<file path="config.mk">
export PLATFORM = sky130hd
export DESIGN_NAME = ipf_ctrl
export DESIGN_NICKNAME = d
export VERILOG_FILES = /design/src/rtl/ipf_pkg.sv /design/src/rtl/ipf_ctrl.sv
export SDC_FILE = /design/constraint.sdc
export NUM_CORES = 1
export LEC_CHECK = 0
export ABC_AREA = 1
export BUFFER_PORTS_ARGS = -buffer_cell sky130_fd_sc_hd__buf_2
export CAP_MARGIN = 10
export CORE_MARGIN = 5
export CORE_UTILIZATION = 57
export DETAILED_ROUTE_END_ITERATION = 8
export GPL_ROUTABILITY_DRIVEN = 0
export PLACE_DENSITY = 0.86
export SLEW_MARGIN = 0
export SYNTH_ARGS = -nofsm -noshare
export SYNTH_HDL_FRONTEND = slang
export SYNTH_SLANG_ARGS = --single-unit
</file>
<file path="constraint.sdc">
create_clock -name clk -period 5.4 [get_ports clk]
set_input_delay 0.54 -clock clk [delete_from_list [all_inputs] [get_ports clk]]
set_output_delay 0.54 -clock clk [all_outputs]
set_load 0.01 [all_outputs]
</file>
<file path="src/rtl/ipf_pkg.sv">
// Package for the instruction fetch block: sizes, opcode and status codes,
// word types and opcode decode functions. No dependencies.
package ipf_pkg;

    localparam int MEM_BYTES = 4096;
    localparam int ADDR_W    = $clog2(MEM_BYTES);

    // Instruction codes
    localparam logic [3:0] OP_HALT     = 4'd0;
    localparam logic [3:0] OP_NOP      = 4'd1;
    localparam logic [3:0] OP_RRMOV    = 4'd2;
    localparam logic [3:0] OP_IRMOV    = 4'd3;
    localparam logic [3:0] OP_RMMOV    = 4'd4;
    localparam logic [3:0] OP_MRMOV    = 4'd5;
    localparam logic [3:0] OP_ALU      = 4'd6;
    localparam logic [3:0] OP_JUMP     = 4'd7;
    localparam logic [3:0] OP_CALL     = 4'd8;
    localparam logic [3:0] OP_RET      = 4'd9;
    localparam logic [3:0] OP_PUSH     = 4'd10;
    localparam logic [3:0] OP_POP      = 4'd11;
    localparam logic [3:0] DUMP_OPCODE = 4'd12;
    localparam logic [3:0] NO_REG      = 4'd15;

    // Request operations
    localparam logic OPER_LOAD  = 1'b0;
    localparam logic OPER_FETCH = 1'b1;

    // Status codes
    localparam logic [1:0] STAT_OK   = 2'd0;
    localparam logic [1:0] STAT_HALT = 2'd1;
    localparam logic [1:0] STAT_ADR  = 2'd2;
    localparam logic [1:0] STAT_INS  = 2'd3;

    typedef struct packed {
        logic        operation;
        logic [11:0] load_address;
        logic [7:0]  load_byte;
        logic [3:0]  mem_stage_icode;
        logic        mem_stage_taken;
        logic [31:0] mem_stage_fallthrough;
        logic [3:0]  wb_stage_icode;
        logic [31:0] wb_stage_loaded;
    } ipf_in_t;

    typedef struct packed {
        logic [1:0]  status;
        logic [3:0]  icode;
        logic [3:0]  ifun;
        logic [3:0]  reg_a;
        logic [3:0]  reg_b;
        logic [31:0] constant_word;
        logic [31:0] next_sequential;
        logic [31:0] fetch_address;
    } ipf_out_t;

    // Sequencer status toward the top level
    typedef struct packed {
        logic        idle;
        logic        done;
        logic [31:0] pred_next;
    } ipf_stat_t;

    function automatic logic has_reg(input logic [3:0] op);
        return (op == OP_RRMOV) || (op == OP_IRMOV) || (op == OP_RMMOV) ||
               (op == OP_MRMOV) || (op == OP_ALU) || (op == OP_PUSH) ||
               (op == OP_POP);
    endfunction

    function automatic logic has_const(input logic [3:0] op);
        return (op == OP_IRMOV) || (op == OP_RMMOV) || (op == OP_MRMOV) ||
               (op == OP_JUMP) || (op == OP_CALL) || (op == DUMP_OPCODE);
    endfunction

    function automatic logic op_valid(input logic [3:0] op);
        return (op <= OP_POP) || (op == DUMP_OPCODE);
    endfunction

    // Instruction length in bytes: 1, 2, 5 or 6
    function automatic logic [2:0] op_len(input logic [3:0] op);
        logic [2:0] len;
        len = 3'd1;
        if (has_reg(op))
            len = len + 3'd1;
        if (has_const(op))
            len = len + 3'd4;
        return len;
    endfunction

endpackage

</file>
<file path="src/rtl/ipf_ctrl.sv">
// Fetch sequencer: walks the instruction bytes one a cycle through a shared
// address incrementer and range compare, and assembles the decoded word.
// Depends on ipf_pkg.
module ipf_ctrl
(
    input  logic                       clk,
    input  logic                       rst_n,
    input  logic                       start,
    input  logic [31:0]                start_pc,
    output logic                       rd_en,
    output logic [ipf_pkg::ADDR_W-1:0] rd_addr,
    input  logic [7:0]                 rd_data,
    input  logic                       ack,
    output ipf_pkg::ipf_out_t          res,
    output ipf_pkg::ipf_stat_t         stat
);

    localparam logic [1:0] S_IDLE = 2'd0;
    localparam logic [1:0] S_RUN  = 2'd1;
    localparam logic [1:0] S_DONE = 2'd2;

    logic [1:0]  state_reg, state_next;
    logic [2:0]  issue_idx_reg, issue_idx_next;
    logic        rx_valid_reg, rx_valid_next;
    logic        rx_bad_reg, rx_bad_next;
    logic [2:0]  rx_idx_reg, rx_idx_next;

    logic [31:0] pc_reg, pc_next;
    logic [31:0] addr_reg, addr_next;
    logic [3:0]  icode_reg, icode_next;
    logic [3:0]  ifun_reg, ifun_next;
    logic [3:0]  ra_reg, ra_next;
    logic [3:0]  rb_reg, rb_next;
    logic [31:0] valc_reg, valc_next;
    logic        bad_reg, bad_next;
    logic [2:0]  len_reg, len_next;

    logic        addr_bad;
    logic        proc;
    logic [2:0]  cur_len;
    logic [2:0]  cbase;
    logic [2:0]  koff;
    logic [31:0] valc_fin;
    logic [31:0] next_seq;

    // shared range compare on the address being issued
    assign addr_bad = (addr_reg >= 32'(ipf_pkg::MEM_BYTES));
    assign rd_en    = (state_reg == S_RUN) && !addr_bad;
    assign rd_addr  = addr_reg[ipf_pkg::ADDR_W-1:0];

    // a byte from the memory is being interpreted this cycle
    assign proc  = (state_reg == S_RUN) && rx_valid_reg;
    assign cbase = ipf_pkg::has_reg(icode_reg) ? 3'd2 : 3'd1;
    assign koff  = rx_idx_reg - cbase;

    always_comb
    begin
        state_next     = state_reg;
        issue_idx_next = issue_idx_reg;
        rx_valid_next  = 1'b0;
        rx_bad_next    = rx_bad_reg;
        rx_idx_next    = rx_idx_reg;
        pc_next        = pc_reg;
        addr_next      = addr_reg;
        icode_next     = icode_reg;
        ifun_next      = ifun_reg;
        ra_next        = ra_reg;
        rb_next        = rb_reg;
        valc_next      = valc_reg;
        bad_next       = bad_reg;
        len_next       = len_reg;
        cur_len        = len_reg;

        case (state_reg)
            S_IDLE:
            begin
                if (start)
                begin
                    state_next     = S_RUN;
                    pc_next        = start_pc;
                    addr_next      = start_pc;
                    issue_idx_next = 3'd0;
                    ra_next        = ipf_pkg::NO_REG;
                    rb_next        = ipf_pkg::NO_REG;
                    valc_next      = 32'd0;
                    bad_next       = 1'b0;
                end
            end
            S_RUN:
            begin
                // issue the next sequential byte
                addr_next      = addr_reg + 32'd1;
                issue_idx_next = issue_idx_reg + 3'd1;
                rx_valid_next  = 1'b1;
                rx_bad_next    = addr_bad;
                rx_idx_next    = issue_idx_reg;

                if (proc)
                begin
                    bad_next = bad_reg | rx_bad_reg;
                    if (rx_idx_reg == 3'd0)
                    begin
                        // opcode byte
                        if (rx_bad_reg)
                        begin
                            icode_next = ipf_pkg::OP_NOP;
                            ifun_next  = 4'd0;
                            cur_len    = 3'd1;
                        end
                        else
                        begin
                            icode_next = rd_data[7:4];
                            ifun_next  = rd_data[3:0];
                            cur_len    = ipf_pkg::op_len(rd_data[7:4]);
                        end
                        len_next = cur_len;
                    end
                    else if (ipf_pkg::has_reg(icode_reg) && (rx_idx_reg == 3'd1))
                    begin
                        // register byte
                        if (!rx_bad_reg && !bad_reg)
                        begin
                            ra_next = rd_data[7:4];
                            rb_next = rd_data[3:0];
                        end
                    end
                    else
                    begin
                        // constant bytes, little endian
                        if (!rx_bad_reg && !bad_reg)
                        begin
                            case (koff[1:0])
                                2'd0:    valc_next[7:0]   = rd_data;
                                2'd1:    valc_next[15:8]  = rd_data;
                                2'd2:    valc_next[23:16] = rd_data;
                                default: valc_next[31:24] = rd_data;
                            endcase
                        end
                    end

                    if (rx_idx_reg == (cur_len - 3'd1))
                        state_next = S_DONE;
                end
            end
            S_DONE:
            begin
                if (ack)
                    state_next = S_IDLE;
            end
            default:
            begin
                state_next = S_IDLE;
            end
        endcase
    end

    // result assembly
    assign valc_fin = bad_reg ? 32'd0 : valc_reg;
    assign next_seq = pc_reg + {29'd0, len_reg};

    always_comb
    begin
        res.icode           = icode_reg;
        res.ifun            = ifun_reg;
        res.reg_a           = ra_reg;
        res.reg_b           = rb_reg;
        res.constant_word   = valc_fin;
        res.next_sequential = next_seq;
        res.fetch_address   = pc_reg;
        if (bad_reg)
            res.status = ipf_pkg::STAT_ADR;
        else if (!ipf_pkg::op_valid(icode_reg))
            res.status = ipf_pkg::STAT_INS;
        else if (icode_reg == ipf_pkg::OP_HALT)
            res.status = ipf_pkg::STAT_HALT;
        else
            res.status = ipf_pkg::STAT_OK;
    end

    assign stat.idle      = (state_reg == S_IDLE);
    assign stat.done      = (state_reg == S_DONE);
    assign stat.pred_next = ((icode_reg == ipf_pkg::OP_JUMP) ||
                             (icode_reg == ipf_pkg::OP_CALL)) ? valc_fin : next_seq;

    // control registers
    always_ff @(posedge clk or negedge rst_n)
    begin
        if (!rst_n)
        begin
            state_reg     <= S_IDLE;
            issue_idx_reg <= 3'd0;
            rx_valid_reg  <= 1'b0;
        end
        else
        begin
            state_reg     <= state_next;
            issue_idx_reg <= issue_idx_next;
            rx_valid_reg  <= rx_valid_next;
        end
    end

    // datapath registers
    always_ff @(posedge clk)
    begin
        rx_bad_reg <= rx_bad_next;
        rx_idx_reg <= rx_idx_next;
        pc_reg     <= pc_next;
        addr_reg   <= addr_next;
        icode_reg  <= icode_next;
        ifun_reg   <= ifun_next;
        ra_reg     <= ra_next;
        rb_reg     <= rb_next;
        valc_reg   <= valc_next;
        bad_reg    <= bad_next;
        len_reg    <= len_next;
    end

endmodule

</file>
==> results.sh, run 1 <==
export IMPL_outcome="completed"
export IMPL_crit_path_end_kind="output port"
export IMPL_port_buffers=204
export IMPL_tightest_slew_ns=1.179
export IMPL_switching_share_pct=43.09
export IMPL_clk_root_buffer_cell="clkbuf_16"
export IMPL_grt_antenna_before_repair=0
export IMPL_cts_buffer_depth=2
export IMPL_mostFrequentLayoutCells="nand2_1, buf_2, inv_1"
export IMPL_p_per_area_nw_per_um2=544.6
export IMPL_p_sw_uw=2147
export IMPL_path_class="flip-flop to output port"
export IMPL_p_leak_uw=0.004352
export IMPL_required_ns=4.86
export IMPL_crit_path_cell_trace="ha_1 > inv_1 > fa_1 > inv_1 > nand2_2 > a21oi_4 > nand2_4 > nor2_4 > nand2_1 > nand2_1 > nand3_1 > o21ai_0 > buf_2"
export IMPL_ys_seq_area_share_pct=50.19
export IMPL_rsz0062_at_grt="false"
export IMPL_setup_violations_final=0
export IMPL_grt_pass1_vias=6795
export IMPL_max_freq_mhz=288.2
export IMPL_cp_num_buf_inv=3
export IMPL_drt_initial_drc_count=1344
export IMPL_power_uw=4983
export IMPL_tritoncts="done"
export IMPL_final_max_slew_violation_count=0
export IMPL_postCtsResizedCells=0
export IMPL_synthSimpleGateAreaFrac_pct=30.22
export IMPL_viasPerCell=5.687
export IMPL_syn_to_final_growth_pct=22.34
export IMPL_combPwrFrac_pct=39.6
export IMPL_syn_nets=969
export IMPL_ys_seq_elements=126
export IMPL_core_area_um2=12720
export IMPL_timing_final_crit_share_pct=64.25
export IMPL_layout_commonest_cell="nand2_1"
export IMPL_cp_start_kind="flip-flop"
export IMPL_p_clk_share_pct=22.5
export IMPL_n_antenna_cell=0
export IMPL_synth_yosys_warnings=0
export IMPL_wirelength_um=24140
export IMPL_avgSynthCellArea_um2=8.164
export IMPL_synth_top_family_by_area="simple AND/OR/NAND/NOR gates"
export IMPL_synth_compound_area_share_pct=4.467
export IMPL_io_pins=205
export IMPL_drv_cap=0
export IMPL_drc=0
export IMPL_htreeDepth=4
export IMPL_worst_path_max_fanout=4
export IMPL_grt_start_max_net_pins=51
export IMPL_die_x_um=124.5
export IMPL_final_nets=1164
export IMPL_post_route_min_period_ns=3.470
export IMPL_cts_buffers=17
export IMPL_syn_area_um2=7478
export IMPL_synthAdderAreaFrac_pct=1.606
export IMPL_track_usage_pct=30.43
export IMPL_clk_latency_ns=0.43
export IMPL_ir_worst_vdd_mv=0.3310
export IMPL_tns_ns=0
export IMPL_gr_total_overflow=0
export IMPL_final_hold_viol_count=0
export IMPL_hpwl_um=18220
export IMPL_path_delay_family="adder cells"
export IMPL_synthCells=916
export IMPL_num_rows=41
export IMPL_cp_arrival_ns=2.93
export IMPL_ys_types=38
export IMPL_dieArea_um2=15510
export IMPL_final_antenna_net_count=0
export IMPL_synth_mux_area_share_pct=0
export IMPL_p_seq_share_pct=37.9
export IMPL_p_int_uw=2836
export IMPL_grt_pass1_wl_um=37030
export IMPL_clk_pin_slew_ns=0.06
export IMPL_slew_headroom_pct=21.39
export IMPL_num_vias=7370
export IMPL_synth_xor_area_share_pct=4.869
export IMPL_hold_class="input pin to flip-flop"
export IMPL_wire_per_inst_um=18.63
export IMPL_finClkSkew_ns=0.006265
export IMPL_crit_slowest_cell="edfxtp_1"
export IMPL_die_y_um=124.5
export IMPL_crit_path_max_incr_delay_ns=0.43
export IMPL_start_util_pct=58.78
export IMPL_cts_sinks=126
export IMPL_firstDrtPassIters=9
export IMPL_drive_gt1_share_pct=24.29
## metal layers
metal	vias up	global-route usage (%)	wire (um)
met5	-	0	0
met4	0	13.35	1145
met3	126	8.190	2894
met2	641	50.86	11460
met1	3283	37.03	8643
li1	3320	-	-
## synth_stat cells (all sizes together)
cell type    n  area [um2]
nand2      296        1146
inv        126       473.0
nor2       125       526.8
edfxtp     120        3603
nand3       47       235.2
o21ai       34       170.2
xor2        24       225.2
buf         23       140.1
nor3        22       115.1
xnor2       15       138.9
nand4       13       87.58
a21oi       12       71.32
a31oi        9       56.30
clkbuf       9       33.78
nand3b       9       67.56
ha           8       100.1
dfrtp        6       150.1
and2         5       31.28
nor4         5       31.28
or2          3       18.77
a211oi       1       12.51
a21boi       1       7.510
a22o         1       8.760
fa           1       20.02
o21a         1       7.510
## cell families (layout without fill, tap and decap cells)
kind of cell               count (synthesis)  after routing
adders and majority gates                  9              9
and+or+nand+nor                          525            525
xor gates and xnor gates                  39             39
AOI/OAI and AO/OA                         59             59
buffers and inverters                    158            366
DFF                                      126            126
## power groups by stage
| stage | registers (uW) | clock network [uW] | logic (uW) |
|---|---|---|---|
| final | 1890 | 1120 | 1970 |
| after detailed placement | 1880 | 0 | 1920 |
| after global routing | 1920 | 1170 | 2160 |
| after CTS | 1870 | 1120 | 1960 |
| after floorplan | 1780 | 0 | 1300 |
| after global placement | 1860 | 0 | 1860 |
## cell type report
class	count	area [um2]
timing repair buffer	208	1054
inverter	126	473.0
clock buffer	17	425.4
tap	172	215.2
fill	923	3573
multi-input combinational	632	3078
sequential	126	3754
clock inverter	15	150.1
## what timing repair did
| action | in CTS | in global routing |
|---|---|---|
| setup buffers | 0 | 0 |
| endpoints found under the hold margin | 6 | 0 |
| endpoints found under the setup margin | 0 | 0 |
| hold buffers | 1 | 0 |
## final timing paths
| check | cells past startpoint | slack [ns] | start | endpoint |
|---|---|---|---|---|
| worst min-delay path | 1 | 0.30 | start_pc[11] | pc_reg[11]$_DFFE_PP_ |
| worst min register to register | 1 | 0.47 | issue_idx_reg[2]$_DFFE_PN0P_ | issue_idx_reg[2]$_DFFE_PN0P_ |
| min in group asynchronous | 2 | 0.47 | rst_n | issue_idx_reg[0]$_DFFE_PN0P_ |
| worst max-delay path | 13 | 1.93 | len_reg[0]$_DFFE_PP_ | stat[28] |
| worst max register to register | 5 | 2.43 | state_reg[1]$_DFFE_PN0P_ | ra_reg[0]$_SDFFCE_PN1P_ |
| max in group asynchronous | 2 | 4.79 | rst_n | rx_valid_reg$_DFF_PN0_ |
## metrics by stage
step	area, um2	hold slack (ns)	setup slack [ns]	utilization (%)	cells
floorplan	7478	0.2444	2.562	-	916
global placement	8563	0.3730	2.559	67.31	1263
detailed placement	8563	0.3776	2.482	67.31	1263
CTS	9149	0.2863	1.991	71.91	1296
global route	9149	0.3056	1.761	71.91	1296
finish	9149	0.3044	1.930	71.91	1296
Power figures use the tool's default switching activity.
==> run 2: changes to the inputs <==
Settings changed: CORE_UTILIZATION 57 to 48, PLACE_DENSITY 0.86 to 0.77.
Clock period 5.4 ns to 3.1 ns, I/O delays scaled along.
==> run 2 against run 1 <==
Compared with the run above:
- register-to-register slack worse by 1.7 ns
- non-clock buffer count up 11
- clock-buffer cell count up 1
- hold slack worse by 0.22 ns
- sequential power up 71%
- critical path type unchanged
- clock skew up 0.0021 ns
- sequential share of layout area down 0.77 points
- routed wire length down 1.6%
- global-route usage down 4.6 points
- combinational power up 78%
- total power up 76%
- critical path depth unchanged
- critical endpoint unchanged
==> results.sh, run 2 (synthesis gave the netlist of run 1 again) <==
export IMPL_drc=0
export IMPL_tightest_slew_ns=0.5588
export IMPL_drv_cap=0
export IMPL_num_vias=7107
export IMPL_final_antenna_net_count=0
export IMPL_io_pins=205
export IMPL_wire_per_inst_um=17.65
export IMPL_cts_buffer_depth=2
export IMPL_place_area_um2=8695
export IMPL_final_hold_viol_count=0
export IMPL_start_util_pct=49.01
export IMPL_layout_commonest_cell="nand2_1"
export IMPL_gr_total_overflow=0
export IMPL_grt_start_max_net_pins=46
export IMPL_setup_violations_final=0
export IMPL_clk_pin_slew_ns=0.06
export IMPL_syn_to_final_growth_pct=24.68
export IMPL_seqCellArea_um2=3754
export IMPL_final_area_um2=9324
export IMPL_final_max_slew_violation_count=0
export IMPL_dieArea_um2=18180
export IMPL_grt_antenna_before_repair=0
export IMPL_viasPerCell=5.280
export IMPL_cts_buffers=17
export IMPL_fin_util_pct=61.11
export IMPL_max_freq_mhz=345.3
export IMPL_core_area_um2=15260
export IMPL_final_nets=1175
export IMPL_p_sw_uw=3634
export IMPL_track_usage_pct=25.79
export IMPL_timing_final_crit_share_pct=93.42
export IMPL_outcome="completed"
export IMPL_hold_class="input pin to flip-flop"
export IMPL_post_route_min_period_ns=2.896
export IMPL_ir_worst_vdd_mv=0.5274
export IMPL_crit_path_end_kind="output port"
export IMPL_required_ns=2.79
export IMPL_p_int_uw=5160
export IMPL_hpwl_um=18830
export IMPL_worst_path_max_fanout=4
export IMPL_power_uw=8794
export IMPL_clk_root_buffer_cell="clkbuf_16"
export IMPL_cp_arrival_ns=2.59
export IMPL_drt_initial_drc_count=687
export IMPL_num_rows=45
export IMPL_cts_sinks=126
export IMPL_drive_gt1_share_pct=25.20
export IMPL_rsz0062_at_grt="false"
export IMPL_cp_start_kind="flip-flop"
export IMPL_port_buffers=204
export IMPL_p_leak_uw=0.004417
export IMPL_path_class="flip-flop to output port"
export IMPL_p_seq_share_pct=36.7
export IMPL_finClkSkew_ns=0.008403
export IMPL_slew_headroom_pct=62.35
export IMPL_p_clk_share_pct=23.4
export IMPL_die_x_um=134.8
export IMPL_mostFrequentLayoutCells="nand2_1, buf_2, inv_1"
export IMPL_p_per_area_nw_per_um2=943.1
export IMPL_grt_pass1_wl_um=35800
export IMPL_tns_ns=0
export IMPL_grt_pass1_vias=6700
export IMPL_fill_cells=1312
export IMPL_combPwrFrac_pct=39.9
export IMPL_die_y_um=134.8
export IMPL_clk_latency_ns=0.41
export IMPL_n_antenna_cell=0
export IMPL_multi_input_area_um2=3083
export IMPL_firstDrtPassIters=6
export IMPL_htreeDepth=4
export IMPL_tritoncts="done"
export IMPL_wirelength_um=23760
export IMPL_switching_share_pct=41.32
[run 2: area by class of cell]
cell class              instances  share of cell area, %
repair buffers                219                  12.18
multi-input cells             632                  33.06
inverters                     126                  5.072
clock buffers                  18                  4.603
flip-flops and latches        126                  40.26
clock inverters                14                  1.986
well taps                     211                  2.831
[run 2: final timing paths]
kind                                              start  slack, ns                            to  cells after the start
setup / recovery                   len_reg[0]$_DFFE_PP_       0.20                      stat[28]                     13
hold / removal                             start_pc[11]       0.09          pc_reg[11]$_DFFE_PP_                      1
setup reg to reg                   rx_bad_reg$_DFFE_PP_       0.78      state_reg[1]$_DFFE_PN0P_                     12
hold reg to reg            issue_idx_reg[2]$_DFFE_PN0P_       0.47  issue_idx_reg[2]$_DFFE_PN0P_                      1
max in group asynchronous                         rst_n       2.70        rx_valid_reg$_DFF_PN0_                      2
min in group asynchronous                         rst_n       0.25  issue_idx_reg[0]$_DFFE_PN0P_                      2
[run 2: critical path: stages (launching register included)]
cell,delay [ns]
edfxtp_1,0.38
ha_2,0.20
inv_1,0.05
fa_2,0.35
inv_1,0.09
nand2_2,0.07
a21oi_4,0.21
nand2_4,0.11
nor2_4,0.15
nand2_1,0.07
nand2_1,0.07
nand3_1,0.14
o21ai_0,0.11
buf_2,0.17
[run 2: per-layer routing]
layer / global-route usage (%) / wire length [um] / up-vias / share of wire, %
met4: 13.35 / 1183 / 0 / 5.0
met2: 40.72 / 10760 / 433 / 45
met5: 0 / 0 / - / 0
li1: - / - / 3350 / -
met1: 32.26 / 9313 / 3246 / 39
met3: 7.489 / 2502 / 78 / 11
[run 2: what timing repair did]
| action | 4_1_cts | 5_1_grt |
|---|---|---|
| hold endpoints to repair | 6 | 0 |
| hold buffers | 1 | 0 |
| gates resized for setup | 0 | 3 |
| setup buffers | 0 | 0 |
| endpoints found under the setup margin | 0 | 3 |
[run 2: power by group through the flow]
| stage | clock, uW | sequential, uW | combinational, uW |
|---|---|---|---|
| CTS | 2080 | 3200 | 3500 |
| floorplan | 0 | 3100 | 2270 |
| global route | 2160 | 3280 | 3880 |
| finish | 2060 | 3230 | 3510 |
| global placement | 0 | 3210 | 3410 |
| detailed placement | 0 | 3220 | 3480 |
[run 2: per-stage QoR]
stage	hold slack [ns]	instances	setup WS, ns
global route	0.07522	1346	0.04949
global placement	0.1409	1313	0.6060
floorplan	0.01441	916	0.2620
detailed placement	0.1452	1313	0.5835
CTS	0.07527	1346	0.1327
finish	0.08755	1346	0.2039
